File: src/rtl/sxlf_pkg.sv
package sxlf_pkg;

    localparam int PIXEL_BITS = 8;
    localparam int KERNEL_ROWS = 3;
    localparam int GRAD_BITS = PIXEL_BITS + 3;
    localparam logic [PIXEL_BITS-1:0] PIX_MAX = 8'hFF;

    localparam int CFG_WIDTH_BITS = 12;
    localparam int CFG_HEIGHT_BITS = 16;
    localparam int CFG_DATA_BITS = 16;
    localparam int CFG_INDEX_BITS = 1;
    localparam logic [CFG_WIDTH_BITS-1:0] WIDTH_RESET = 12'd640;
    localparam logic [CFG_HEIGHT_BITS-1:0] HEIGHT_RESET = 16'd480;
    localparam logic [CFG_HEIGHT_BITS-1:0] HEIGHT_MIN = 16'd3;

    localparam int FIFO_DEPTH = 8;
    localparam int FIFO_PTR_BITS = 3;
    localparam int FIFO_CNT_BITS = 4;
    localparam int PUSH_MAX = 2;

    typedef enum logic [CFG_INDEX_BITS-1:0] {
        CFG_IMAGE_WIDTH  = 1'b0,
        CFG_IMAGE_HEIGHT = 1'b1
    } sxlf_cfg_idx_t;

    typedef struct packed {
        logic                  command;
        logic [PIXEL_BITS-1:0] pixel_value;
    } sxlf_in_t;

    typedef struct packed {
        logic [PIXEL_BITS-1:0] gradient_value;
        logic                  row_end;
        logic                  image_end;
    } sxlf_res_t;

    typedef struct packed {
        logic                  valid;
        logic                  flush;
        logic                  last;
        logic                  emit_grad;
        logic                  grad_zero;
        logic                  emit_row_end;
        logic [PIXEL_BITS-1:0] pixel;
    } sxlf_op_t;

    typedef struct packed {
        logic      push0;
        logic      push1;
        sxlf_res_t res0;
        sxlf_res_t res1;
    } sxlf_push_t;

endpackage

File: src/rtl/sxlf_ctrl.sv
module sxlf_ctrl
    import sxlf_pkg::*;
#(
    parameter int COL_BITS = 11
)
(
    input  logic                       clk,
    input  logic                       rst_n,
    input  logic                       fire,
    input  sxlf_in_t                   in_data,
    input  logic [COL_BITS-1:0]        last_col,
    input  logic [CFG_HEIGHT_BITS-1:0] used_height,
    output logic                       rd_en,
    output logic [COL_BITS-1:0]        rd_addr,
    output sxlf_op_t                   op,
    output logic [COL_BITS-1:0]        op_addr
);

    logic [COL_BITS-1:0]        column_count_reg, column_count_next;
    logic [CFG_HEIGHT_BITS-1:0] row_count_reg, row_count_next;
    logic [COL_BITS-1:0]        flush_count_reg, flush_count_next;
    sxlf_op_t                   op_reg, op_next;
    logic [COL_BITS-1:0]        op_addr_reg;
    logic                       pix_go;
    logic                       col_last;
    logic                       fl_last;

    always_comb
    begin
        pix_go = !in_data.command && (flush_count_reg == '0) && (row_count_reg < used_height);
        col_last = column_count_reg >= last_col;
        fl_last = flush_count_reg >= last_col;
        column_count_next = column_count_reg;
        row_count_next = row_count_reg;
        flush_count_next = flush_count_reg;
        op_next = '0;
        op_next.pixel = in_data.pixel_value;
        if (fire && in_data.command)
        begin
            op_next.valid = 1'b1;
            op_next.flush = 1'b1;
            op_next.last = fl_last;
            if (fl_last)
            begin
                flush_count_next = '0;
                row_count_next = '0;
                column_count_next = '0;
            end
            else
            begin
                flush_count_next = flush_count_reg + COL_BITS'(1);
            end
        end
        else if (fire && pix_go)
        begin
            op_next.valid = 1'b1;
            op_next.last = col_last;
            op_next.emit_grad = (row_count_reg != '0) && (column_count_reg != '0);
            op_next.grad_zero = (row_count_reg == CFG_HEIGHT_BITS'(1))
                                || (column_count_reg == COL_BITS'(1));
            op_next.emit_row_end = (row_count_reg != '0) && col_last;
            if (col_last)
            begin
                column_count_next = '0;
                row_count_next = row_count_reg + CFG_HEIGHT_BITS'(1);
            end
            else
            begin
                column_count_next = column_count_reg + COL_BITS'(1);
            end
        end
    end

    always_ff @(posedge clk or negedge rst_n)
    begin
        if (!rst_n)
        begin
            column_count_reg <= '0;
            row_count_reg <= '0;
            flush_count_reg <= '0;
            op_reg <= '0;
        end
        else
        begin
            column_count_reg <= column_count_next;
            row_count_reg <= row_count_next;
            flush_count_reg <= flush_count_next;
            op_reg <= op_next;
        end
    end

    always_ff @(posedge clk)
    begin
        op_addr_reg <= column_count_reg;
    end

    assign rd_en = fire && pix_go;
    assign rd_addr = column_count_reg;
    assign op = op_reg;
    assign op_addr = op_addr_reg;

    a_flush_restarts: assert property (@(posedge clk) disable iff (!rst_n)
        fire && in_data.command && fl_last
        |=> row_count_reg == '0 && column_count_reg == '0 && flush_count_reg == '0)
        else $error("flush end did not restart the image");

    a_flush_no_pixel_result: assert property (@(posedge clk) disable iff (!rst_n)
        op_reg.valid && op_reg.flush |-> !op_reg.emit_grad && !op_reg.emit_row_end)
        else $error("flush request marked with pixel results");

    a_pixel_blocked_in_flush: assert property (@(posedge clk) disable iff (!rst_n)
        flush_count_reg != '0 && fire && !in_data.command |=> !op_reg.valid)
        else $error("pixel processed during a flush");

endmodule

File: config.mk
export PLATFORM = sky130hd
export DESIGN_NAME = sxlf_ctrl
export DESIGN_NICKNAME = d
export VERILOG_FILES = /design/src/rtl/sxlf_pkg.sv /design/src/rtl/sxlf_ctrl.sv
export SDC_FILE = /design/constraint.sdc
export NUM_CORES = 1
export LEC_CHECK = 0
export ABC_CLOCK_PERIOD_IN_PS = 2800
export BUFFER_PORTS_ARGS = -buffer_cell sky130_fd_sc_hd__buf_2
export CORE_MARGIN = 10
export CORE_UTILIZATION = 35
export DETAILED_ROUTE_END_ITERATION = 12
export GPL_TIMING_DRIVEN = 0
export SYNTH_ARGS = -nofsm -noshare
export SYNTH_HDL_FRONTEND = slang
export SYNTH_SLANG_ARGS = --single-unit
export TNS_END_PERCENT = 1
File: constraint.sdc
create_clock -name clk -period 2.8 [get_ports clk]
set_input_delay 0.56 -clock clk [delete_from_list [all_inputs] [get_ports clk]]
set_output_delay 0.56 -clock clk [all_outputs]
set_load 0.01 [all_outputs]
==> results summary <==
The min-delay analysis places its worst path in the category in2reg. The number of antenna violations at the first check in global routing came out at 0. The number of hold buffers added after cts came out at 0.

The final period utilization is 100%. The peak supply drop came out at 0.000246 V. For this run, the share of the core covered by cells in the final layout is between 40 and 50%. The first routing iteration left about 190 violations. The via total after detailed routing is 3254.

The number of clock buffers inserted by TritonCTS is 9. Global routing consumed, over all layers together, 13.2% of the routing resources. The worst hold path begins at in_data[4]. The remaining design rule violation count is 0. The hold violation count in the final report is 0. Summed over all cells, the static leakage comes to ~2.4 nW.

Summing internal, switching and leakage power gives 0.00245 W. The clock reaches the later pin of the worst-skew pair after 0.34 ns. In this run the tool buffered the top-level ports with 75 buffer cells. The logic depth of the worst register-to-register path is 10. The region available for standard cell placement spans 10300 µm². The startpoint type of the worst setup path is a register. Setup repair after global routing could not meet its margin everywhere. The synthesized area per cell came out at between 9 and 10 µm². Max-cap violations in this run came to 0. On the final layout, the worst hold slack is ~0.32 ns.

The global route total overflow is 0. The worst setup path is captured at a register. The global-route wire length before repair came out at between 15 and 20 mm. By area the synthesized netlist is led by dfrtp_1, ha_1, dfxtp_1.

The post-synthesis cell area came out at roughly 3700 µm². The iteration count of the initial detailed-routing pass came out at 4. The total number of H-tree levels came out at 3.

The number of enable-type register cells in the synthesized netlist is 0. The vertical extent of the die came out at between 100 and 150 µm. The count of state elements after synthesis came out at between 60 and 70. The time the worst path needs with I/O delays and setup is about 2.8 ns. Cells with a size suffix above 1 make up about a quarter of the layout. The floorplan row count is 37. The post-synthesis instance total is 393.

The startpoint identified for the worst register-to-register timing path is row_count_reg[9]. The cell area reported after detailed placement came out at between 4000 and 5000 µm². The slew at the pin with the worst max-slew slack came out at 1.22 ns.

The headroom to the max-slew limit is 18.7%. At the worst endpoint, the required time is 3.07 ns. The flip-flop count of the largest register after layout is 16. The largest net degree at the start of global routing is 53. The flow ran to the end, but the final reports show violations.

The overall die width came out at between 100 and 150 µm. The die outline area is ~15000 µm². TritonCTS built the clock tree. The number of antenna repair diodes came out at 0. The sum of routed wire length over all layers came out at between 9 and 10 mm.

The cell sitting at the root of the clock tree is a clkbuf_8. In this run the worst setup path begins at row_count_reg[9]. The highest achievable clock rate is ~360 MHz. In this run the remaining antenna-violating nets after routing total 0.

The global placement routability congestion came out at roughly 0.8. The top cell type by area accounts for 35.5% of the synthesized area. The TritonCTS sink count is 63. After clock tree synthesis, the clock-pin slew on the worst setup and hold paths is about 0.08 ns.

The routed wirelength normalized by instance count came out at 15.5 µm. The largest driver fanout on the critical path is 10. The number of nets produced by synthesis is roughly 480. The smallest setup slack after layout is -0.00383 ns. The number of global-route vias before repair is about 3300. The number of vias per cell came out at between 5 and 6. The checks that failed: setup timing. The number of nets in the layout is approximately 570. The type of the setup path with the least slack is reg2reg. For the final database, setup skew stands at ~0.012 ns. In this run the power density over the cells is 539 nW/µm².

Setup violations remaining at the end of the flow were counted as 1. The maximum buffer depth of the clock tree came out at 2. The data arrival time at the worst-slack endpoint is roughly 3.1 ns. After routing the design area is approximately 4500 µm². The Yosys step of the flow raised 0 warnings. The synthesized design spends more area on one cell type than any other, namely dfrtp_1. The effective utilization at floorplan came out at approximately 36%. The number of different library cells used by synthesis comes to 47. The proportion of synthesized flip-flops having asynchronous set or reset came out at ~83%. At the placement stage, the worst setup path has a slack of -0.287 ns. Of the synthesized area, sequential elements account for approximately two fifths. The half-perimeter wire length after placement came out at approximately 7.2 mm. The most used flip-flop cell after synthesis is dfrtp_1. The final-report max-slew violation count came out at 0. The boundary pin count came out at 76.

Counting instances, the worst hold path has a depth of 1. The area added between synthesis and finish is 24.1%.
## path summary, 6_finish.rpt
kind | to | slack, ns
min reg2reg | op_addr[0] | 0.50
max in group asynchronous | rd_addr[0] | 1.50
min | op[4] | 0.32
max reg2reg | rd_addr[10] | -0.004
max | rd_addr[10] | -0.004
min in group asynchronous | op[5] | 0.47
## what timing repair did
| action | CTS | global route |
|---|---|---|
| pin swaps | 5 | 1 |
| endpoints found under the setup margin | 8 | 22 |
| cloned | 0 | 0 |
| gates resized for setup | 13 | 6 |
| setup buffers | 8 | 0 |
## power breakdown
group          internal (W)  leakage [nW]  switching, W
registers           0.00100         0.773      0.000119
clock network      0.000458         0.105      0.000368
logic              0.000225          1.49      0.000281
total               0.00168          2.37      0.000768
## cells in the final DEF, fill, tap and decap left out, types with 6 or more instances in the layout
master	instances
dfrtp_1	47
ha_1	43
nor2_1	24
dfxtp_1	11
a21oi_1	10
xor2_1	6
o211ai_1	11
nand4_1	9
nand2b_1	10
clkbuf_8	11
nand2_1	32
or4_1	11
buf_2	76
nor4_1	7
nand3_1	29
inv_1	39
buf_4	9
o21ai_0	27
and3_1	14
## logic make-up after synthesis
logic type,share of synthesized area (%)
and+or+nand+nor,22.5
DFF,41.5
muxes,0.854
AOI/OAI and AO/OA,13.0
adders and majority gates,15.4
buffers and inverters,4.85
xor gates and xnor gates,1.91
## per-layer routing
metal	track usage, %	vias up	wire, µm
li1	-	1599	-
met1	15.3	1539	4100
met2	22.8	99	4820
met3	2.94	17	593
met4	5.74	0	203
met5	0	-	0
## critical path, stage by stage, from the launching register on
cell     delay, ns
dfrtp_2       0.46
ha_1          0.30
a211o_1       0.27
a21oi_2       0.18
nand3_2       0.11
o21ai_4       0.17
buf_4         0.14
or3b_1        0.34
buf_4         0.18
or4_1         0.49
nand2_1       0.08
## stage by stage
step                      instances  setup TNS, ns
after CTS                       628        -0.0123
after global routing            628         -0.606
after global placement          604          -2.61
after detailed placement        604          -4.17
final                           628       -0.00383
after floorplan                 393              0
## layout make-up
cell class,count,area [µm²]
timing repair buffer,83,435
multi-input combinational,283,2020
inverter,40,150
fill,1067,5730
clock buffer,11,151
sequential,63,1530
clock inverter,5,56.3
buffer,7,32.5
tap,136,170
## Yosys cell counts (2+ instances only)
master,instances
nand3_1,30
or4_1,11
ha_1,45
a211o_1,3
nor2_1,25
clkbuf_1,6
nor4_1,7
xnor2_1,2
nand4_1,9
inv_1,39
and3_1,14
o21ai_0,27
dfxtp_1,11
o21ai_1,3
nand2_1,33
xor2_1,6
nor3_1,4
o211ai_1,11
dfrtp_1,52
a21oi_1,12
a211oi_1,5
nand2b_1,10
mux2i_1,2
and2_1,2
a21o_1,2
(Power assumes the default switching activity.)
