## config.mk

```make
export PLATFORM = sky130hd
export DESIGN_NAME = sxlf_out_fifo
export DESIGN_NICKNAME = d
export VERILOG_FILES = /design/src/rtl/sxlf_pkg.sv /design/src/rtl/sxlf_out_fifo.sv
export SDC_FILE = /design/constraint.sdc
export NUM_CORES = 1
export LEC_CHECK = 0
export ABC_AREA = 1
export CORE_UTILIZATION = 52
export CTS_CLUSTER_DIAMETER = 50
export DETAILED_ROUTE_END_ITERATION = 12
export DONT_BUFFER_PORTS = 1
export GPL_ROUTABILITY_DRIVEN = 0
export PLACE_DENSITY_LB_ADDON = 0.08
export SLEW_MARGIN = 10
export SYNTH_ARGS = -nofsm -noshare
export SYNTH_HDL_FRONTEND = slang
export SYNTH_SLANG_ARGS = --single-unit
```

## constraint.sdc

```tcl
create_clock -name clk -period 2.53 [get_ports clk]
set_input_delay 0.1265 -clock clk [delete_from_list [all_inputs] [get_ports clk]]
set_output_delay 0.1265 -clock clk [all_outputs]
set_load 0.05 [all_outputs]
```

## src/rtl/sxlf_pkg.sv

```systemverilog
package sxlf_pkg;

    localparam int PIXEL_BITS = 8;
    localparam int KERNEL_ROWS = 3;
    localparam int GRAD_BITS = PIXEL_BITS + 3;
    localparam logic [PIXEL_BITS-1:0] PIX_MAX = 8'hFF;

    localparam int CFG_WIDTH_BITS = 12;
    localparam int CFG_HEIGHT_BITS = 16;
    localparam int CFG_DATA_BITS = 16;
    localparam int CFG_INDEX_BITS = 1;
    localparam logic [CFG_WIDTH_BITS-1:0] WIDTH_RESET = 12'd640;
    localparam logic [CFG_HEIGHT_BITS-1:0] HEIGHT_RESET = 16'd480;
    localparam logic [CFG_HEIGHT_BITS-1:0] HEIGHT_MIN = 16'd3;

    localparam int FIFO_DEPTH = 8;
    localparam int FIFO_PTR_BITS = 3;
    localparam int FIFO_CNT_BITS = 4;
    localparam int PUSH_MAX = 2;

    typedef enum logic [CFG_INDEX_BITS-1:0] {
        CFG_IMAGE_WIDTH  = 1'b0,
        CFG_IMAGE_HEIGHT = 1'b1
    } sxlf_cfg_idx_t;

    typedef struct packed {
        logic                  command;
        logic [PIXEL_BITS-1:0] pixel_value;
    } sxlf_in_t;

    typedef struct packed {
        logic [PIXEL_BITS-1:0] gradient_value;
        logic                  row_end;
        logic                  image_end;
    } sxlf_res_t;

    typedef struct packed {
        logic                  valid;
        logic                  flush;
        logic                  last;
        logic                  emit_grad;
        logic                  grad_zero;
        logic                  emit_row_end;
        logic [PIXEL_BITS-1:0] pixel;
    } sxlf_op_t;

    typedef struct packed {
        logic      push0;
        logic      push1;
        sxlf_res_t res0;
        sxlf_res_t res1;
    } sxlf_push_t;

endpackage

```

## src/rtl/sxlf_out_fifo.sv

```systemverilog
module sxlf_out_fifo
    import sxlf_pkg::*;
(
    input  logic                     clk,
    input  logic                     rst_n,
    input  sxlf_push_t               push,
    output logic [FIFO_CNT_BITS-1:0] count,
    output logic                     out_valid,
    input  logic                     out_ready,
    output sxlf_res_t                out_data
);

    sxlf_res_t                mem_reg [FIFO_DEPTH];
    logic [FIFO_PTR_BITS-1:0] wr_ptr_reg, wr_ptr_next;
    logic [FIFO_PTR_BITS-1:0] rd_ptr_reg, rd_ptr_next;
    logic [FIFO_CNT_BITS-1:0] count_reg, count_next;
    logic [1:0]               n_push;
    logic                     pop;

    always_comb
    begin
        pop = (count_reg != '0) && out_ready;
        n_push = {1'b0, push.push0} + {1'b0, push.push1};
        wr_ptr_next = wr_ptr_reg + FIFO_PTR_BITS'(n_push);
        rd_ptr_next = rd_ptr_reg + FIFO_PTR_BITS'(pop);
        count_next = count_reg + FIFO_CNT_BITS'(n_push) - FIFO_CNT_BITS'(pop);
    end

    always_ff @(posedge clk)
    begin
        if (push.push0)
        begin
            mem_reg[wr_ptr_reg] <= push.res0;
        end
        if (push.push1)
        begin
            mem_reg[wr_ptr_reg + FIFO_PTR_BITS'(1)] <= push.res1;
        end
    end

    always_ff @(posedge clk or negedge rst_n)
    begin
        if (!rst_n)
        begin
            wr_ptr_reg <= '0;
            rd_ptr_reg <= '0;
            count_reg <= '0;
        end
        else
        begin
            wr_ptr_reg <= wr_ptr_next;
            rd_ptr_reg <= rd_ptr_next;
            count_reg <= count_next;
        end
    end

    assign count = count_reg;
    assign out_valid = count_reg != '0;
    assign out_data = mem_reg[rd_ptr_reg];

    a_second_needs_first: assert property (@(posedge clk) disable iff (!rst_n)
        push.push1 |-> push.push0)
        else $error("second result pushed without the first");

    a_no_overflow: assert property (@(posedge clk) disable iff (!rst_n)
        push.push0 |-> ({1'b0, count_reg} + {3'b000, n_push}) <= (FIFO_CNT_BITS + 1)'(FIFO_DEPTH))
        else $error("result queue overflow");

    a_ptr_distance: assert property (@(posedge clk) disable iff (!rst_n)
        (wr_ptr_reg - rd_ptr_reg) == count_reg[FIFO_PTR_BITS-1:0])
        else $error("queue pointers disagree with fill count");

endmodule

```

==> impl_metrics.py <==
metrics = {
    "floorplan": {
        "top_level_ports": 40,
        "width_of_the_die_um": 106,
        "core_region_area_um2": 10400,
        "floorplan.initialDensity_pct": 53.9,
        "full_die_area_um2": 11200,
        "vertical_die_dimension_um": 106,
        "num_rows": 37,
    },
    "timing": {
        "post-route-worst-setup-slack_ps": 163,
        "finalClockSkew_ps": 10.3,
        "final_max_slew_viol_count": 0,
        "finalCriticalPeriod_ps": 2370,
        "finalHoldViolCount": 0,
        "maximum_operating_frequency_mhz": 422,
        "setup_viol_count_final": 0,
        "rsz0062_at_grt": "false",
        "relSlewSlack_pct": 41.5,
        "final.period_utilization_pct": 93.6,
        "worstMarginPinSlew_ps": 871,
        "setup-tns-final_ps": 0,
    },
    "yosys": {
        "synth_cells": 725,
        "synthDominantCellAreaShare_pct": 42.8,
        "synth.top_cells.by_area": "edfxtp_1 (43%), nand2_1 (20%), nand4_1 (8.9%), inv_1 (6.5%), dfrtp_1 (4.5%)",
        "postSynthRegisterBits": 90,
        "postSynth.asyncResetShare_pct": 11.1,
        "post_synth_instance_area_um2": 5620,
        "yosysSeqAreaShare_pct": 47.2,
        "ys_top_cells_by_count": "nand2_1 (303), inv_1 (97), edfxtp_1 (80), nand4_1 (80), nand3_1 (42)",
        "syn_nets": 761,
        "synth_enable_flop_cells": 80,
        "synth_cell_types": 25,
        "synth.most_common_cell": "nand2_1",
        "synthesis.area_per_instance_um2": 7.75,
        "yosysTopAreaCell": "edfxtp_1",
        "yosysWarningCount": 0,
        "postSynth.topFlopCell": "edfxtp_1",
    },
    "placed_design": {
        "dp_hpwl_mm": 10.6,
        "post-place-ws_ps": 353,
        "place.port_buffers": 0,
    },
    "critical_path": {
        "critical_path.endpoint_type": "flip-flop",
        "timing.critical_path.slowest_stage_cell": "dlygate4sd3_1",
        "worstPathRequired_ps": 2640,
        "worstReg2RegStart": "wr_ptr_reg[0]",
        "most_common_cell_on_crit_path": "nand2_1",
        "cpLargestDelayFamily": "buffers and inverters",
        "sequence_of_cells_on_the_critical_path": "ha_1 -> inv_1 -> nand2_2 -> nand2_8 -> nand3_2 -> buf_4 -> nand2_1 -> nand2_1 -> dlygate4sd3_1",
        "ff2ff_setup_slack_ps": 160,
        "worstPathArrival_ps": 2480,
        "timing_worst_setup_path_type": "flip-flop to flip-flop",
        "crit_path_max_incr_delay_ps": 540,
        "r2r_cells": 9,
        "critical_path_peak_fanout": 22,
        "r2r-end": "mem_reg[2][5]",
        "critical_path.startpoint_type": "flip-flop",
        "cp.buffers_inverters": 3,
    },
    "clock_tree": {
        "cts_max_level": 3,
        "tritoncts": "built",
        "cts_buffer_depth": 2,
        "worstSkewPairLatency_ps": 360,
        "clock_pin_slew_reported_for_the_worst_setup_and_hold_paths_after_clock_tree_synthesis_ps": 90,
        "clkSinkCount": 90,
        "root_buffer": "clkbuf_8",
        "post-cts-setup-buffer-count": 0,
        "tritoncts.num_buffers": 9,
    },
    "power_and_ir_drop": {
        "clk_pwr_share_pct": 10.7,
        "swShare_pct": 49.0,
        "leakage_nw": 3.10,
        "power_frac_seq_pct": 28.5,
        "cell_internal_pwr_mw": 4.49,
        "power-per-cell-area_nw_per_um2": 1390,
        "power.net_switching_mw": 4.31,
        "irDropWorstVdd_mv": 1.16,
        "share_comb_of_total_power_pct": 60.9,
    },
    "cells_and_area": {
        "layout.filler_cells": 944,
        "largest_register_ff_count": 80,
        "antenna_cells": 0,
        "final_layout_size_suffix_gt1_share_pct": 9.72,
        "number_of_nets_in_the_final_layout": 772,
        "area_delta_synth_final_pct": 12.6,
    },
    "detailed_routing": {
        "routed_wirelength_mm": 15.2,
        "route.vias.total": 4814,
        "detail_route.first_pass.iterations": 5,
        "detail-route-antenna-nets": 0,
        "drt_drc_violations_left": 0,
        "via_per_instance_ratio": 5.49,
        "detail_route.wl_per_cell_um": 17.4,
        "initialDrtViolationCount": 330,
    },
    "worst_hold_path": {
        "hold-path-endpoint": "mem_reg[7][8]",
        "worst_hold_startpoint": "push[8]",
        "hold_path_class": "input pin to flip-flop",
        "min_delay_path_depth": 2,
    },
    "grt": {
        "grt_usage_pct": 28.6,
        "gr-total-overflow": 0,
        "grt_antenna_before_repair": 0,
        "grt_pass1_vias": 4429,
        "grt_first_pass_wirelength_mm": 23.9,
        "grt_start_max_net_pins": 45,
    },
    "flow_run": {
        "max-cap-violations": 0,
    },
    "outcome": {
        "outcome": "completed",
    },
}
==> logic make-up after synthesis <==
kind of cell	after synthesis	share of synthesized area [%]
and+or+nand+nor	442	35.4
buffers and inverters	168	13.1
DFF	90	47.2
adders and majority gates	11	2.72
AOI/OAI and AO/OA	10	0.891
xor gates and xnor gates	4	0.624
==> layer usage <==
layer  global-route usage [%]  vias to the layer above  share of wire, %
li1                         -                     2350                 -
met1                     41.2                     2200                44
met2                     43.7                      226                45
met3                     3.92                       38               8.4
met4                     11.3                        0               2.7
met5                        0                        -                 0
==> worst register-to-register path, cell delays in order (launching register included) <==
cell           delay [ps]
dfrtp_1               470
ha_1                  280
inv_1                 100
nand2_2               130
nand2_8               200
nand3_2                90
buf_4                 200
nand2_1                70
nand2_1                50
dlygate4sd3_1         540
==> timing repair <==
item | 4_1_cts | 5_1_grt
resized for setup | 0 | 2
hold buffers | 24 | 1
endpoints found under the hold margin | 89 | 1
setup endpoints to repair | 0 | 6
==> stage by stage <==
stage               power, mW  area (um^2)  hold slack, ps  instances  util, %
finish                   8.80         6330            7.03        877     60.8
global route             9.40         6330            6.75        877     60.8
CTS                      8.69         6290           0.421        875     60.4
detailed placement       7.67         5860            -169        835     56.3
global placement         7.55         5860            -168        835     56.3
floorplan                6.07         5620            -169        725        -
==> power groups by stage <==
stage | combinational (mW) | clock, mW | sequential, mW
after global placement | 5.03 | 0 | 2.52
after floorplan | 3.50 | 0 | 2.57
final | 5.36 | 0.938 | 2.50
after global routing | 5.84 | 1.00 | 2.56
after detailed placement | 5.13 | 0 | 2.54
after CTS | 5.23 | 0.950 | 2.50
==> final cells by class <==
class | instances | area (um^2) | share of cell area, %
clock buffer | 10 | 128 | 2.02
clock inverter | 6 | 57.6 | 0.909
timing repair buffer | 66 | 683 | 10.8
sequential | 90 | 2650 | 41.9
tap | 136 | 170 | 2.69
multi-input combinational | 468 | 2260 | 35.7
inverter | 101 | 379 | 5.99
==> placed cells by master (no fill, tap or decap), drive strengths merged <==
| cell | instances |
|---|---|
| nand2 | 309 |
| inv | 100 |
| nand4 | 80 |
| edfxtp | 80 |
| nand3 | 50 |
| buf | 41 |
| dlygate4sd3 | 25 |
| dfrtp | 10 |
| clkbuf | 10 |
| ha | 9 |
| o21ai | 8 |
| nor2 | 4 |
| clkinv | 4 |
| xor2 | 3 |
| a21oi | 2 |
| fa | 2 |
| clkinvlp | 2 |
| xnor2 | 1 |
| bufinv | 1 |
==> how the worst max path moves through the flow <==
| stage | from | endpoint | slack [ps] | cells past startpoint |
|---|---|---|---|---|
| after floorplan | count[2] | count[2] | 100 | 9 |
| after global placement | wr_ptr_reg[0] | mem_reg[4][8] | 450 | 6 |
| after detailed placement | wr_ptr_reg[0] | mem_reg[4][8] | 350 | 6 |
| after CTS | wr_ptr_reg[0] | mem_reg[2][3] | 40 | 9 |
| after global routing | wr_ptr_reg[0] | mem_reg[2][8] | 20 | 9 |
| final | wr_ptr_reg[0] | mem_reg[2][5] | 160 | 9 |
Power figures use the tool's default switching activity.
