`src/rtl/sxlf_pkg.sv`:
```
package sxlf_pkg;

    localparam int PIXEL_BITS = 8;
    localparam int KERNEL_ROWS = 3;
    localparam int GRAD_BITS = PIXEL_BITS + 3;
    localparam logic [PIXEL_BITS-1:0] PIX_MAX = 8'hFF;

    localparam int CFG_WIDTH_BITS = 12;
    localparam int CFG_HEIGHT_BITS = 16;
    localparam int CFG_DATA_BITS = 16;
    localparam int CFG_INDEX_BITS = 1;
    localparam logic [CFG_WIDTH_BITS-1:0] WIDTH_RESET = 12'd640;
    localparam logic [CFG_HEIGHT_BITS-1:0] HEIGHT_RESET = 16'd480;
    localparam logic [CFG_HEIGHT_BITS-1:0] HEIGHT_MIN = 16'd3;

    localparam int FIFO_DEPTH = 8;
    localparam int FIFO_PTR_BITS = 3;
    localparam int FIFO_CNT_BITS = 4;
    localparam int PUSH_MAX = 2;

    typedef enum logic [CFG_INDEX_BITS-1:0] {
        CFG_IMAGE_WIDTH  = 1'b0,
        CFG_IMAGE_HEIGHT = 1'b1
    } sxlf_cfg_idx_t;

    typedef struct packed {
        logic                  command;
        logic [PIXEL_BITS-1:0] pixel_value;
    } sxlf_in_t;

    typedef struct packed {
        logic [PIXEL_BITS-1:0] gradient_value;
        logic                  row_end;
        logic                  image_end;
    } sxlf_res_t;

    typedef struct packed {
        logic                  valid;
        logic                  flush;
        logic                  last;
        logic                  emit_grad;
        logic                  grad_zero;
        logic                  emit_row_end;
        logic [PIXEL_BITS-1:0] pixel;
    } sxlf_op_t;

    typedef struct packed {
        logic      push0;
        logic      push1;
        sxlf_res_t res0;
        sxlf_res_t res1;
    } sxlf_push_t;

endpackage

```
`src/rtl/sxlf_grad.sv`:
```
module sxlf_grad
    import sxlf_pkg::*;
(
    input  logic                  clk,
    input  logic                  rst_n,
    input  sxlf_op_t              op,
    input  logic [PIXEL_BITS-1:0] top,
    input  logic [PIXEL_BITS-1:0] mid,
    output sxlf_push_t            push
);

    logic [KERNEL_ROWS-1:0][1:0][PIXEL_BITS-1:0] win_reg, win_next;
    logic signed [GRAD_BITS-1:0] acc;
    logic [PIXEL_BITS-1:0]       grad;
    sxlf_res_t                   grad_res;
    sxlf_res_t                   end_res;

    always_comb
    begin
        acc = ($signed(GRAD_BITS'(top)) - $signed(GRAD_BITS'(win_reg[0][0])))
              + (($signed(GRAD_BITS'(mid)) - $signed(GRAD_BITS'(win_reg[1][0]))) <<< 1)
              + ($signed(GRAD_BITS'(op.pixel)) - $signed(GRAD_BITS'(win_reg[2][0])));
        if (op.grad_zero || acc < 0)
        begin
            grad = '0;
        end
        else if (acc > $signed(GRAD_BITS'(PIX_MAX)))
        begin
            grad = PIX_MAX;
        end
        else
        begin
            grad = acc[PIXEL_BITS-1:0];
        end
    end

    always_comb
    begin
        grad_res = '0;
        grad_res.gradient_value = grad;
        end_res = '0;
        end_res.row_end = 1'b1;
        end_res.image_end = op.flush && op.last;
        push = '0;
        push.res0 = end_res;
        push.res1 = end_res;
        if (op.valid && op.flush)
        begin
            push.push0 = 1'b1;
            push.res0.row_end = op.last;
        end
        else if (op.valid && op.emit_grad)
        begin
            push.push0 = 1'b1;
            push.res0 = grad_res;
            push.push1 = op.emit_row_end;
        end
        else if (op.valid && op.emit_row_end)
        begin
            push.push0 = 1'b1;
        end
    end

    always_comb
    begin
        win_next = win_reg;
        if (op.valid && op.last)
        begin
            win_next = '0;
        end
        else if (op.valid && !op.flush)
        begin
            win_next[0][0] = win_reg[0][1];
            win_next[1][0] = win_reg[1][1];
            win_next[2][0] = win_reg[2][1];
            win_next[0][1] = top;
            win_next[1][1] = mid;
            win_next[2][1] = op.pixel;
        end
    end

    always_ff @(posedge clk or negedge rst_n)
    begin
        if (!rst_n)
        begin
            win_reg <= '0;
        end
        else
        begin
            win_reg <= win_next;
        end
    end

endmodule

```
`config.mk`:
```
export PLATFORM = sky130hd
export DESIGN_NAME = sxlf_grad
export DESIGN_NICKNAME = d
export VERILOG_FILES = /design/src/rtl/sxlf_pkg.sv /design/src/rtl/sxlf_grad.sv
export SDC_FILE = /design/constraint.sdc
export NUM_CORES = 1
export LEC_CHECK = 0
export BUFFER_PORTS_ARGS = -buffer_cell sky130_fd_sc_hd__buf_4
export CAP_MARGIN = 20
export CORE_MARGIN = 2
export CORE_UTILIZATION = 39
export CTS_CLUSTER_SIZE = 30
export DETAILED_ROUTE_END_ITERATION = 10
export GPL_TIMING_DRIVEN = 0
export MAX_ROUTING_LAYER = met4
export SLEW_MARGIN = 20
export SYNTH_ARGS = -nofsm -noshare
export SYNTH_HDL_FRONTEND = slang
export SYNTH_SLANG_ARGS = --single-unit
export TNS_END_PERCENT = 1
```
`constraint.sdc`:
```
create_clock -name clk -period 7.55 [get_ports clk]
set_clock_uncertainty 0.1 [all_clocks]
set_input_delay 0.3775 -clock clk [delete_from_list [all_inputs] [get_ports clk]]
set_output_delay 0.3775 -clock clk [all_outputs]
set_load 0.005 [all_outputs]
```
==> results of run 1 <==
## final cells by class
cell class              count  area (um^2)
fillers                   956         5214
multi-input cells         340         2350
flip-flops and latches     48         1201
repair buffers             45        340.3
inverters                  52        195.2
well taps                 133        166.4
plain buffers              24        128.9
clock buffers               6        72.57
clock inverters             2        16.27
## report_power, final
| group | internal (uW) | leakage, uW | switching (uW) |
|---|---|---|---|
| Combinational | 288 | 0.00140 | 424 |
| Sequential | 280 | 0.000639 | 12.1 |
| Clock | 66.1 | 0.0000414 | 93.7 |
## per-layer routing
layer | track usage | up-vias | routed length, um | part of all wire
met5 | - | - | 0 | 0
met4 | 0.05061 | 0 | 139 | 0.016
met3 | 0.02218 | 8 | 280 | 0.031
met2 | 0.2958 | 45 | 4161 | 0.46
met1 | 0.2546 | 1487 | 4382 | 0.49
li1 | - | 1603 | - | -
## critical path, delay by kind of cell, from the launching register on
kind / cells / cell delay (ps)
AO/OA/AOI/OAI: 8 / 2000
adder cells (fa/ha/maj): 4 / 1280
AND/OR/NAND/NOR: 1 / 100
multiplexers: 1 / 560
buffers and inverters: 3 / 270
flip-flops: 1 / 360
## worst paths after layout
path                                   from          end  depth (start not counted)
min in group asynchronous             rst_n  win_reg[12]                          2
worst min register to register  win_reg[22]  win_reg[22]                          2
worst min-delay path                  op[5]  win_reg[45]                          3
max in group asynchronous             rst_n  win_reg[46]                          2
worst max register to register  win_reg[46]  win_reg[38]                          2
worst max-delay path            win_reg[32]     push[13]                         17
## metrics by stage
stage,instances,area [um^2]
after floorplan,464,3875
after global placement,641,4372
after detailed placement,641,4372
after CTS,650,4471
after global routing,650,4471
final,650,4471
## synth_stat cells, types with 3 or more instances
cell,n,share of area
a21bo_1,3,0.0078
a21o_1,5,0.0098
a21oi_1,17,0.022
a31oi_1,6,0.0098
buf_2,4,0.0052
buf_4,9,0.018
clkbuf_1,11,0.011
dfrtp_1,48,0.31
fa_1,13,0.068
ha_1,34,0.11
inv_1,51,0.050
nand2_1,51,0.050
nand2b_1,50,0.081
nand3_1,4,0.0052
nor2_1,20,0.020
nor2b_1,7,0.011
nor3_1,6,0.0078
o21a_1,4,0.0078
o21ai_0,55,0.072
o21ai_1,6,0.0078
o22ai_1,3,0.0049
o31ai_1,7,0.014
or3_1,5,0.0081
xnor2_1,6,0.014
xor2_1,13,0.030
## logic make-up (layout without fill, tap and decap cells)
logic type	Yosys count	after routing
AND/OR/NAND/NOR	149	149
other	2	9
AO/OA/AOI/OAI	114	114
buffers and inverters	76	129
multiplexers	2	2
adder cells (fa/ha/maj)	47	47
XOR/XNOR	19	19
flip-flops	48	48
==> impl_metrics.csv, run 1 <==
group,metric,value,unit
logic_synthesis,synth_compound_gate_area_share,0.1814,
finish,final_common_cell,"o21ai_0",
finish,largest_reg_flops,48,
timing,tns,0,ps
worst_setup_path,slowest_delay,560,ps
worst_setup_path,path_common_cell,"a21oi_1",
routing,vias,3143,
worst_setup_path,path_cells,"ha_1, inv_1, fa_1, a21o_1, a21oi_1, nor2b_1, o31ai_1, a21bo_1, fa_1, inv_1, ha_1, a21oi_1, o21bai_1, a221oi_2, mux2i_1, a21oi_1, buf_4",
timing,setup_viol,0,
power,total_power,1163,uW
timing,timing.fmax,186.4,MHz
logic_synthesis,synthArstFlopShare,1.000,
logic_synthesis,synth_cell_types,40,
timing,worstMarginPinSlew,648.5,ps
power,peakVddDrop,0.0001108,V
global_route,overflow,0,
logic_synthesis,yosysSeqAreaShare,0.3121,
floorplanning,ios,54,
logic_synthesis,synthCells,457,
routing,ant_nets,0,
timing,final_max_slew_viol_count,0,
floorplanning,dieHeight,103.3,um
timing,setup_ws,2184,ps
worst_setup_path,critical_path.slowest_cell,"mux2i_1",
floorplanning,die-area,10680,um^2
timing,hold_violations,0,
clocking,cts_hold_buf,1,
clocking,cts_tree,"done",
clocking,cts.path.max_buffers,2,
clocking,cts_buffers,5,
logic_synthesis,syn_avg_cell_area,8.422,um^2
place,place_congestion,0.8687,
global_route,grt_max_degree,49,
routing,wl,8.963,mm
routing,drtIter0Drc,135,
floorplanning,design.core.area,9684,um^2
global_route,grt_pass1_wl,15.01,mm
clocking,h-tree-depth,2,
timing,period_share,0.7107,
worst_setup_path,critPathMaxFanout,8,
logic_synthesis,synth_adder_area_share,0.1782,
clocking,cts_setup_buffers,0,
place,hpwl,7.189,mm
global_route,grt_pass1_vias,3056,
logic_synthesis,synth_top_family_by_area,"simple AND/OR/NAND/NOR gates",
logic_synthesis,synth_mux_area_frac,0.005202,
worst_setup_path,endpoint_kind,"output pin",
worst_setup_path,arrival,4890,ps
clocking,cts_resized,0,
worst_setup_path,rrSetupSlack,6760,ps
global_route,antenna_found_initial,0,
min_path,hold_path_class,"in -> reg",
finish,layout_common_cells,"o21ai_0 (55), buf_4 (53), inv_1 (51), nand2_1 (51), nand2b_1 (50)",
floorplanning,rows,36,
status,outcome,"complete, no violations",
power,power_density,260.2,nW/um^2
worst_setup_path,worstPathRequired,7070,ps
logic_synthesis,ys.warnings.count,0,
routing,dr.pass1.iters,4,
timing,grt_setup_unrepaired,"false",
timing,period_minus_slack,5366,ps
power,p_leak,0.002079,uW
logic_synthesis,ys.flop_type,"dfrtp_1",
floorplanning,die_w,103.3,um
finish,drive_gt1_frac,0.1373,
clocking,cts-root-buf,"clkbuf_8",
clocking,clk_latency,310,ps
routing,wl_per_cell,13.79,um
place,dp_slack,2200,ps
finish,area_growth,16.16,%
finish,nets,595,
routing,drcViolationCount,0,
routing,via_per_inst,4.835,
finish,antenna_cells,0,
worst_setup_path,critPathKind,"reg -> out",
floorplanning,start_util,0.3974,
job,maxCapViolations,0,
worst_setup_path,worstSetupStartpointType,"flop",
timing,maxSlewHeadroom,0.5677,
timing,holdWs,232.8,ps
clocking,clock-sinks,48,
logic_synthesis,synth-simple-area-share,0.1938,
logic_synthesis,syn_area,3849,um^2
finish,utilization,0.4616,
logic_synthesis,synth-xor-area-share,0.04324,
logic_synthesis,yosys_register_bits,48,
logic_synthesis,synth_edf_count,0,
global_route,grt_usage,0.1868,
clocking,path_clk_slew,100,ps
place,io_buffer_count,44,
Power figures use the tool's default switching activity.
==> inputs of run 2 (changes only) <==
- ABC_AREA: not set -> 1
- clock period: 7.55 -> 5.1 ns (I/O delays scaled with it)
==> impl_metrics.csv, run 2 <==
group,metric,value,unit
status,outcome,"complete, no violations",
timing,tns,0,ps
worst_setup_path,critPathMaxFanout,8,
finish,largest_reg_flops,48,
routing,drcViolationCount,0,
finish,nFillCells,1026,
clocking,cts-root-buf,"clkbuf_8",
routing,wl,9.124,mm
logic_synthesis,synthTopCellsByCount,"nand2_1 (104), inv_1 (88), dfrtp_1 (48)",
logic_synthesis,synth.largest_area_cell,"dfrtp_1",
floorplanning,die_w,104.1,um
clocking,cts.path.max_buffers,2,
clocking,h-tree-depth,2,
worst_setup_path,endpoint_kind,"output pin",
timing,grt_setup_unrepaired,"false",
power,peakVddDrop,0.0005757,V
worst_setup_path,worstSetupStartpointType,"flop",
floorplanning,die-area,10840,um^2
logic_synthesis,synthCells,511,
routing,via_per_inst,4.767,
timing,maxSlewHeadroom,0.5866,
power,p_clk_frac,0.138,
power,pwr-share-seq,0.194,
global_route,grt_usage,0.1803,
place,hpwl,7.306,mm
timing,final_max_slew_viol_count,0,
worst_setup_path,arrival,3830,ps
finish,drive_gt1_frac,0.1737,
floorplanning,dieHeight,104.1,um
floorplanning,start_util,0.4017,
logic_synthesis,synth_top_cell_area_share,0.3073,
routing,ant_nets,0,
timing,hold_violations,0,
timing,timing.fmax,238.7,MHz
finish,layout_common_cells,"nand2_1 (104), inv_1 (88), buf_4 (55)",
floorplanning,ios,54,
logic_synthesis,syn_avg_cell_area,7.649,um^2
job,maxCapViolations,0,
power,power_density,509.4,nW/um^2
clocking,cts_tree,"done",
logic_synthesis,synth_edf_count,0,
logic_synthesis,synthArstFlopShare,1.000,
min_path,hold_path_class,"in -> reg",
clocking,cts_buffers,5,
routing,vias,3351,
logic_synthesis,yosysSeqAreaShare,0.3073,
timing,worstMarginPinSlew,620.2,ps
place,io_buffer_count,44,
logic_synthesis,ys_top_cells_by_area,"dfrtp_1 (31%), ha_1 (11%), nand2_1 (10%), inv_1 (8.5%), fa_1 (6.7%)",
floorplanning,rows,36,
global_route,grt_max_degree,49,
global_route,grt_pass1_wl,15.40,mm
clocking,clk_latency,300,ps
finish,final_common_cell,"nand2_1",
routing,dr.pass1.iters,4,
timing,setup_viol,0,
power,p_sw,1127,uW
routing,wl_per_cell,12.98,um
clocking,cts_setup_buffers,0,
power,power_frac_comb,0.669,
logic_synthesis,ys.warnings.count,0,
finish,area_growth,16.93,%
timing,period_share,0.8213,
power,p_sw_frac,0.4839,
clocking,path_clk_slew,90,ps
logic_synthesis,synth.most_common_cell,"nand2_1",
finish,antenna_cells,0,
clocking,cts_resized,0,
power,p_leak,0.002404,uW
place,place_congestion,0.8920,
global_route,overflow,0,
clocking,cts_hold_buf,1,
floorplanning,design.core.area,9729,um^2
finish,multi_input_area,2255,um^2
logic_synthesis,ys.flop_type,"dfrtp_1",
timing,period_minus_slack,4189,ps
routing,drtIter0Drc,173,
global_route,antenna_found_initial,0,
finish,nets,649,
worst_setup_path,worstPathRequired,4740,ps
power,p_int,1202,uW
place,placed_cells,695,
worst_setup_path,critPathKind,"reg -> out",
finish,register_area,1201,um^2
logic_synthesis,yosys_register_bits,48,
logic_synthesis,syn_area,3909,um^2
logic_synthesis,synth_cell_types,35,
finish,layout.cells.non_filler,703,
global_route,grt_pass1_vias,3225,
clocking,clock-sinks,48,
==> run 2: cell count changes in the layout (fill, tap and decap cells not counted), moves of 28 or more <==
| cell | previous run | this run |
|---|---|---|
| inv_1 | 51 | 88 |
| nand3_1 | 4 | 38 |
| a21oi_1 | 17 | 45 |
| nand2_1 | 51 | 104 |
| o21ai_0 | 55 | 20 |
| nand2b_1 | 50 | 0 |
==> run 2: kinds of logic after synthesis <==
group                    Yosys count  share of synthesized area
other                              2                   0.001921
flip-flops                        48                     0.3073
buffers and inverters            114                     0.1226
adder cells (fa/ha/maj)           47                     0.1754
AND/OR/NAND/NOR                  193                     0.2215
XOR/XNOR                          19                    0.04257
AO/OA/AOI/OAI                     88                     0.1287
==> run 2: worst max-delay path: stages (launching register included) <==
cell     delay [ps]
dfrtp_1         400
ha_1            180
inv_1            80
fa_1            210
nand3_1          80
nand3_1         110
inv_1            70
o31ai_1         460
inv_1           140
fa_1            500
ha_1            370
nand2_2         100
inv_1            60
a21oi_2         180
nand3_1         110
nand2_2          90
nand3_4         130
a21oi_2         150
buf_4           120
==> run 2: path summary, 6_finish.rpt <==
kind	slack [ps]	startpoint	cells after the start	end
hold reg to reg	420	win_reg[41]	2	win_reg[33]
setup / recovery	910	win_reg[0]	18	push[17]
hold / removal	110	op[0]	3	win_reg[40]
max in group asynchronous	4080	rst_n	2	win_reg[34]
setup reg to reg	4270	win_reg[1]	2	win_reg[1]
min in group asynchronous	400	rst_n	2	win_reg[19]
==> run 2: layout make-up <==
type	instances	share of cell area
sequential	48	0.2628
clock inverter	2	0.01314
tap	133	0.03641
multi-input combinational	356	0.4933
buffer	24	0.03093
clock buffer	5	0.01506
inverter	90	0.07391
timing repair buffer	45	0.07446
==> run 2: routing by layer <==
metal	up-vias	part of all wire	global-route usage
met1	1570	0.47	0.2320
met2	55	0.48	0.3050
met3	10	0.039	0.01817
met4	0	0.014	0.04826
li1	1716	-	-
met5	-	0	-
==> run 2: metrics by stage <==
stage	cell area (um^2)	setup slack [ps]	total power (uW)	hold WS, ps	utilization
after floorplan	3935	1681	1720	-140.6	-
after global placement	4432	1238	1995	211.1	0.4555
after detailed placement	4432	1157	2026	216.0	0.4555
after CTS	4571	841.0	2351	105.2	0.4698
after global routing	4571	516.2	2572	116.0	0.4698
final	4571	911.1	2328	112.3	0.4698
==> run 2: power by group through the flow <==
stage / registers [uW] / logic (uW) / clock network (uW)
after global routing: 458 / 1770 / 339
final: 452 / 1560 / 320
after global placement: 458 / 1540 / 0
after floorplan: 454 / 1270 / 0
after CTS: 452 / 1570 / 327
after detailed placement: 459 / 1570 / 0
==> inputs of run 3 (changes only) <==
- clock period: 5.1 -> 3.9 ns (I/O delays scaled with it)
==> impl_metrics.csv, run 3 (same netlist as run 2, synthesis figures left out) <==
group,metric,value,unit
status,outcome,"complete, but fails checks",
status,failed_checks,"negative setup slack",
power,peakVddDrop,0.0007254,V
routing,drcViolationCount,0,
clocking,cts.path.max_buffers,2,
finish,area_growth,22.18,%
timing,setup_viol,8,
worst_setup_path,rr_worst_depth,4,
routing,via_per_inst,4.867,
finish,final_common_cell,"nand2_1",
min_path,min_delay_path_depth,3,
min_path,hold_end,"win_reg[11]",
worst_setup_path,critPathMaxFanout,8,
routing,dr.pass1.iters,4,
place,place_congestion,0.8920,
timing,final_max_slew_viol_count,0,
global_route,grt_pass1_vias,3292,
floorplanning,dieHeight,104.1,um
routing,wl_per_cell,13.30,um
finish,layout.cells.non_filler,708,
timing,period_minus_slack,3910,ps
min_path,hold_path_class,"in -> reg",
worst_setup_path,worstSetupStartpointType,"flop",
timing,setup_ws,-10.37,ps
job,maxCapViolations,0,
floorplanning,ios,54,
global_route,grt_max_degree,49,
finish,nFillCells,1008,
floorplanning,rows,36,
global_route,antenna_found_initial,0,
finish,utilization,0.4909,
worst_setup_path,path_buf_inv,4,
worst_setup_path,slowest_delay,450,ps
clocking,h-tree-depth,2,
floorplanning,start_util,0.4017,
clocking,cts-root-buf,"clkbuf_8",
worst_setup_path,worstPathRequired,3610,ps
power,p_leak,0.002437,uW
power,total_power,3276,uW
timing,maxSlewHeadroom,0.5822,
routing,ant_nets,0,
finish,layout_common_cells,"nand2_1 (101), inv_1 (87), buf_4 (60)",
routing,wl,9.417,mm
global_route,grt_usage,0.1831,
clocking,clock-sinks,48,
min_path,worstHoldStart,"top[3]",
floorplanning,die_w,104.1,um
worst_setup_path,crit_family,"adder cells",
timing,timing.fmax,255.7,MHz
place,hpwl,7.306,mm
worst_setup_path,critPathKind,"reg -> out",
worst_setup_path,critical_path.slowest_cell,"fa_1",
finish,nets,654,
floorplanning,design.core.area,9729,um^2
place,placed_cells,695,
place,io_buffer_count,44,
floorplanning,die-area,10840,um^2
timing,period_share,1.003,
worst_setup_path,rrSetupSlack,2910,ps
timing,grt_setup_unrepaired,"true",
clocking,clk_latency,310,ps
timing,hold_violations,0,
timing,worstMarginPinSlew,626.8,ps
worst_setup_path,regToRegEndpoint,"win_reg[0]",
global_route,grt_pass1_wl,15.69,mm
worst_setup_path,arrival,3620,ps
routing,vias,3446,
clocking,path_clk_slew,100,ps
finish,antenna_cells,0,
global_route,overflow,0,
worst_setup_path,rr_startpoint,"win_reg[0]",
finish,drive_gt1_frac,0.2278,
routing,drtIter0Drc,159,
finish,largest_reg_flops,48,
clocking,cts_buffers,5,
worst_setup_path,endpoint_kind,"output pin",
power,power_density,686.0,nW/um^2
worst_setup_path,path_cells,"ha_1, inv_1, fa_2, nand3_2, nand3_2, nand2_2, nand2_1, a21oi_2, xor2_1, fa_1, inv_2, ha_4, nand2_2, inv_1, a21oi_2, nand2_1, nand2_1, nand2_2, nor2_8, a21oi_2, buf_4",
clocking,cts_tree,"done",
==> run 3: timing repair <==
item | in CTS | in global routing
hold buffers | 1 | 0
endpoints found under the setup margin | 8 | 8
pin swaps | 11 | 5
gates resized for setup | 23 | 6
buffers inserted | 3 | 2
hold endpoints to repair | 48 | 0
==> run 3: layer usage <==
layer / up-vias / track usage / routed length (um)
met5: - / - / 0
met4: 0 / 0.04826 / 144
met3: 12 / 0.01817 / 340
met2: 80 / 0.3120 / 4598
met1: 1634 / 0.2340 / 4334
li1: 1720 / - / -
==> run 3: worst max path at each step <==
stage / start / to / slack [ps] / depth (start not counted)
2_1_floorplan: win_reg[16] / push[12] / 540 / 19
3_3_place_gp: win_reg[0] / push[13] / 120 / 19
3_5_place_dp: win_reg[0] / push[12] / 40 / 18
4_1_cts: win_reg[16] / push[12] / 6 / 19
5_1_grt: win_reg[0] / push[17] / -220 / 21
6_report: win_reg[0] / push[17] / -10 / 21
==> run 3: final cells by class <==
class	count	area [um^2]	share of cell area
plain buffers	24	141.4	0.02960
clock buffers	5	68.82	0.01441
clock inverters	2	60.06	0.01258
inverters	90	337.8	0.07074
multi-input cells	356	2422	0.5072
flip-flops and latches	48	1201	0.2515
well taps	133	166.4	0.03484
repair buffers	50	377.9	0.07912
==> run 3: power by group <==
| group | internal [uW] | total (uW) | switching (uW) |
|---|---|---|---|
| registers | 563 | 591 | 27.8 |
| logic | 903 | 2260 | 1360 |
| clock network | 252 | 423 | 170 |
| total | 1720 | 3280 | 1560 |
==> run 3: metrics by stage <==
| stage | setup TNS (ps) | worst slack (ps) | hold WS [ps] | cell area [um^2] |
|---|---|---|---|---|
| finish | -49.00 | -10.37 | 48.12 | 4776 |
| global route | -1705 | -224.8 | 55.97 | 4776 |
| detailed placement | 0 | 40.98 | 156.0 | 4432 |
| floorplan | 0 | 541.0 | -200.6 | 3935 |
| CTS | 0 | 6.486 | 45.24 | 4713 |
| global placement | 0 | 124.1 | 151.1 | 4432 |
==> run 3: worst reg2reg max path, stage by stage (launching register included) <==
cell and delay, ps:
dfrtp_1 390, buf_4 130, buf_4 120, nor2_1 90, a21oi_1 50
